==> src/rtl/spt_pkg.sv <==
// shared types, codes and helpers for the sparse polynomial term merger
`timescale 1ns / 1ps

package spt_pkg;

   localparam int MAX_TERMS_DEFAULT = 32;
   localparam int WORD_W = 32;

   typedef enum logic [1:0] {
      OP_APPEND = 2'd0,
      OP_ADD    = 2'd1,
      OP_EMIT   = 2'd2,
      OP_UNUSED = 2'd3
   } opcode_type;

   typedef enum logic [1:0] {
      STATUS_ACCEPTED = 2'd0,
      STATUS_DROPPED  = 2'd1,
      STATUS_EMITTED  = 2'd2,
      STATUS_EMPTY    = 2'd3
   } status_type;

   typedef enum logic [1:0] {
      STATE_IDLE,
      STATE_EXEC,
      STATE_DRAIN
   } state_type;

   typedef struct packed {
      logic signed [WORD_W-1:0] coef;
      logic signed [WORD_W-1:0] expo;
   } term_type;

   // what every cell does in this cycle
   typedef struct packed {
      logic insert;
      logic merge;
      logic drain;
   } cell_cmd_type;

   // what a cell tells its right-hand neighbor
   typedef struct packed {
      logic eq;
      logic move;
   } cell_flags_type;

   function automatic logic signed [WORD_W-1:0] sat_add(
      input logic signed [WORD_W-1:0] a,
      input logic signed [WORD_W-1:0] b
   );
      logic signed [WORD_W:0] sum;
      logic signed [WORD_W-1:0] res;
      sum = {a[WORD_W-1], a} + {b[WORD_W-1], b};
      if (sum[WORD_W] != sum[WORD_W-1]) begin
         res = sum[WORD_W] ? {1'b1, {(WORD_W-1){1'b0}}} : {1'b0, {(WORD_W-1){1'b1}}};
      end else begin
         res = sum[WORD_W-1:0];
      end
      return res;
   endfunction

endpackage

==> src/rtl/spt_cell.sv <==
// one cell of the sorted term chain: holds a term, inserts, merges and shifts
`timescale 1ns / 1ps

module spt_cell (
   input  logic                    clock,
   input  spt_pkg::cell_cmd_type   cmd,
   input  spt_pkg::term_type       new_term,
   input  logic                    valid,
   input  spt_pkg::cell_flags_type prev_flags,
   input  spt_pkg::term_type       prev_term,
   input  spt_pkg::term_type       next_term,
   output spt_pkg::cell_flags_type flags,
   output spt_pkg::term_type       term
);
   import spt_pkg::*;

   term_type term_ff;
   term_type term_in;

   // chain stays sorted by exponent descending, equal exponents in arrival order
   assign flags.eq   = valid && (term_ff.expo == new_term.expo);
   assign flags.move = !(valid && (term_ff.expo >= new_term.expo));
   assign term       = term_ff;

   always_comb begin
      term_in = term_ff;
      if (cmd.drain) begin
         term_in = next_term;
      end else if (cmd.insert) begin
         if (flags.move && prev_flags.move) begin
            term_in = prev_term;
         end else if (flags.move) begin
            term_in = new_term;
         end
      end else if (cmd.merge && flags.eq && !prev_flags.eq) begin
         // only the earliest entry with this exponent takes the sum
         term_in.coef = sat_add(term_ff.coef, new_term.coef);
      end
   end

   always_ff @(posedge clock) begin
      term_ff <= term_in;
   end

endmodule

==> config.mk <==
export PLATFORM = sky130hd
export DESIGN_NAME = spt_cell
export DESIGN_NICKNAME = d
export VERILOG_FILES = /design/src/rtl/spt_pkg.sv /design/src/rtl/spt_cell.sv
export SDC_FILE = /design/constraint.sdc
export NUM_CORES = 1
export LEC_CHECK = 0
export ABC_CLOCK_PERIOD_IN_PS = 4700
export BUFFER_PORTS_ARGS = -buffer_cell sky130_fd_sc_hd__buf_2
export CAP_MARGIN = 30
export CORE_MARGIN = 10
export CORE_UTILIZATION = 50
export CTS_BUF_LIST = sky130_fd_sc_hd__clkbuf_4
export DETAILED_ROUTE_END_ITERATION = 10
export PLACE_DENSITY = 0.83
export SYNTH_ARGS = -nofsm -noshare
export SYNTH_HDL_FRONTEND = slang
export SYNTH_SLANG_ARGS = --single-unit
==> constraint.sdc <==
create_clock -name clock -period 4.7 [get_ports clock]
set_clock_uncertainty 0.2 [all_clocks]
set_input_delay 0.94 -clock clock [delete_from_list [all_inputs] [get_ports clock]]
set_output_delay 0.94 -clock clock [all_outputs]
set_load 0.05 [all_outputs]
Word-level counts from Yosys, hierarchy flattened --
Index checks and enable logic that the tools add are counted.
Word-level totals: register bits 64, output and inout bits 66, word-level logic and storage cells 27, bits of input ports 199
Operators by class: $lt $le $gt $ge 1, eq/ne operators 4, muxes and demuxes 8, reductions and logical operators 11, $add $sub $neg 1
Operator list (number):
- $mux 64 | 3
- $mux 32 | 5
- $add 32x32->33 | 1
- $eq 32x32->1 | 1
- $ge 32x32->1 | 1
- $logic_and 1x1->1 | 5
- $ne 4x3->1 const B | 1
- $reduce_and 2->1 | 2
- $ne 3x2->1 const B | 1
- $reduce_bool 3->1 | 1
- $logic_not 1->1 | 2
- $reduce_bool 2->1 | 1
- $ne 1x1->1 | 1

Depth between registers and ports, before layout --
depth after elaboration 7, mapped depth 14, mapped depth without buffers 12

Least setup slack after synthesis --
Ideal clock, no wire load.
path kind input to register, start input port new_term[9] (netlist bit), end register term_ff, in the netlist term[32], enable pin, data arrival time 4.926 ns, path slack -0.803 ns, setup time 0.377 ns, path buffers 0, data required time 4.123 ns, stages on the path 10, cells stage by stage inv_1 > ha_1 > a21o_1 > a21o_1 > a221oi_1 > nor2_1 > a211o_1 > a211oi_1 > a21o_1 > a31o_2
RTL lines:
- start, declared | line spt_cell.sv:7 | input spt_pkg::term_type new_term,
- end signal, assigned | line spt_cell.sv:42 | term_ff <= term_in;
- end, declared | line spt_cell.sv:17 | term_type term_ff;

==> metrics.csv <==
metric;value;unit
powerDensity;342;mW/mm^2
grt_pass1_wl;33.7;mm
crit_start;new_term[9];
min_from;next_term[29];
cts-root-buf;clkbuf_4;
crit_chain;buf_2, inv_1, ha_1, a21o_1, a21o_1, a221oi_1, nor2_1, a211o_1, a211oi_4, buf_2;
tightest_slew;0.967;ns
clk_latency;0.45;ns
grt_max_degree;58;
drt.antenna.violating_nets;0;
viasPerCell;5.59;
ys_warn_count;0;
tns;0;ns
synth_area_leaders;edfxtp_1, ha_1, nand2_1;
cp_data_arrival_time;2.95;ns
reg2reg_from;term[9];
h-tree-depth;3;
path_buf_inv;3;
synth_fa_ha_area_frac;0.130;
n_fill_cell;1096;
synth_seq_cells;64;
power.leakage;3.80;nW
synth_compound_area_frac;0.220;
die-height;132;microns
pwr-share-seq;0.300;
drive_gt1_frac;0.314;
yosys.area_share.simple;0.180;
async_flop_share;0;
crit_path_top_delay_cell;a211o_1;
netlist_area;0.00629;sq mm
numCtsBuffers;9;
ys_types;60;
fin_nets;1249;
grt_use_total;0.232;
whs;0.558;ns
finalSetupViolations;0;
fmax;0.245;GHz
final_hold_viol_count;0;
portBuffers;264;
holdCritPathClass;primary input to flip-flop;
critPathMaxFanout;2;
vias;6484;
synth_top_area_share;0.306;
dieWidth;132;microns
drcViolationCount;0;
synthFlopType;edfxtp_1;
hold_buffers;0;
path_clk_slew;0.12;ns
wl;21.0;mm
dp_hpwl;17.0;mm
drt_iter0_markers;410;
worstSetupEndpointType;output pin;
syn_nets;1002;
syn_inst;738;
antenna_found_initial;2;
design.core.area;0.0122;sq mm
slew_viol_final;0;
crit_path_start_kind;primary input;
rsz0062_at_grt;no;
die_area;0.0175;sq mm
grt_pass1_vias;6707;
internal_power;0.00144;W
power.total;0.00269;W
crit_type;primary input to output pin;
rows;40;
synth_top_cell_by_area;edfxtp_1;
drtPass1Iterations;7;
synthXorXnorAreaFrac;0.0362;
post-synth-top-count-cell;nand2_1;
cts-resized-gates;0;
p_sw_frac;0.466;
cts_sinks;64;
gp_congestion;0.966;
cts_tree;done;
min_period_over_period;0.870;
maxCapViolations;0;
synth_top_family_by_area;compound AO/OA/AOI/OAI gates;
status;completed;
synth_common_cells;nand2_1, edfxtp_1, ha_1, o21ai_0, inv_1;
post_drt_wl_per_cell;18.1;microns
period_minus_slack;4.09;ns
start_util;0.517;
slew_headroom;0.355;
area_delta_synth_final;25.3;%
power.switching;0.00126;W
clkPwrFrac;0.140;
grt-ovfl-total;0;
io_pins;265;
synthMuxAreaShare;0.0692;
synth_area_per_cell;8.52;sq um
critPathMaxStageDelay;0.33;ns
required;3.56;ns
largest_register_ffs;64;
peakVddDrop;0.254;mV
cts.path.max_buffers;2;
comb_power_share;0.560;
synth-edff-count;64;
ys_seq_area_frac;0.306;
critical_path.top_delay_family;compound AO/OA/AOI/OAI gates;
post_cts_buffers;0;
==> final timing paths <==
check / to / slack, ns / cells after the start
max reg2reg: term[9] / 1.00 / 11
min reg2reg: term[32] / 0.56 / 3
min: term[29] / 0.56 / 3
max: flags[0] / 0.61 / 10
==> stage by stage <==
step | setup slack (ns) | std cells | instance area [sq um] | utilization
after global placement | 0.497 | 1141 | 7730 | 0.636
final | 0.611 | 1159 | 7880 | 0.648
after global routing | 0.437 | 1159 | 7880 | 0.648
after detailed placement | 0.389 | 1142 | 7750 | 0.637
after floorplan | 0.189 | 738 | 6300 | -
after CTS | 0.600 | 1158 | 7880 | 0.648
==> cell families after synthesis <==
logic type	count (synthesis)
adder cells (fa/ha/maj)	65
XOR/XNOR	26
AND/OR/NAND/NOR	253
multiplexers	42
buffers and inverters	85
AO/OA/AOI/OAI	203
flip-flops	64
==> cells in the final DEF (no fill, tap or decap), drive strengths merged, types with 17 or more instances in the layout <==
cell type	netlist	layout
nand2	133	133
nor2	45	45
edfxtp	64	64
buf	15	272
mux2i	40	40
xnor2	18	18
inv	49	49
ha	64	64
nand4	32	32
o21ai	57	57
a21oi	49	49
a31oi	27	27
a21o	17	17
==> power groups by stage <==
stage          Sequential (W)  Combinational (W)  Clock, W
2_1_floorplan         0.00112           0.000814         0
3_3_place_gp         0.000817            0.00148         0
3_5_place_dp         0.000820            0.00149         0
4_1_cts              0.000807            0.00150  0.000392
5_1_grt              0.000818            0.00164  0.000415
6_report             0.000807            0.00151  0.000377
==> tightest hold or removal path, delay by kind of cell <==
kind | cells | cell delay, ns
buffers and inverters | 1 | 0.07
and+or+nand+nor | 1 | 0.04
AOI/OAI and AO/OA | 1 | 0.05
==> cell type report <==
| cell class | instances | area [sq um] | share of cell area |
|---|---|---|---|
| Clock inverter | 7 | 62.6 | 0.00794 |
| Inverter | 49 | 184 | 0.0233 |
| Clock buffer | 9 | 67.6 | 0.00857 |
| Sequential cell | 64 | 1920 | 0.244 |
| Antenna cell | 1 | 2.50 | 0.000317 |
| Timing Repair Buffer | 272 | 1410 | 0.179 |
| Multi-Input combinational cell | 589 | 4030 | 0.511 |
| Tap cell | 168 | 210 | 0.0267 |
==> routing by layer <==
layer,part of all wire,wire length (microns),up-vias,track usage
li1,-,-,3195,-
met1,0.40,8510,2962,0.263
met2,0.48,10000,298,0.400
met3,0.10,2120,27,0.0880
met4,0.015,324,2,0.0581
met5,0.00062,13,-,0
(Power assumes the default switching activity.)
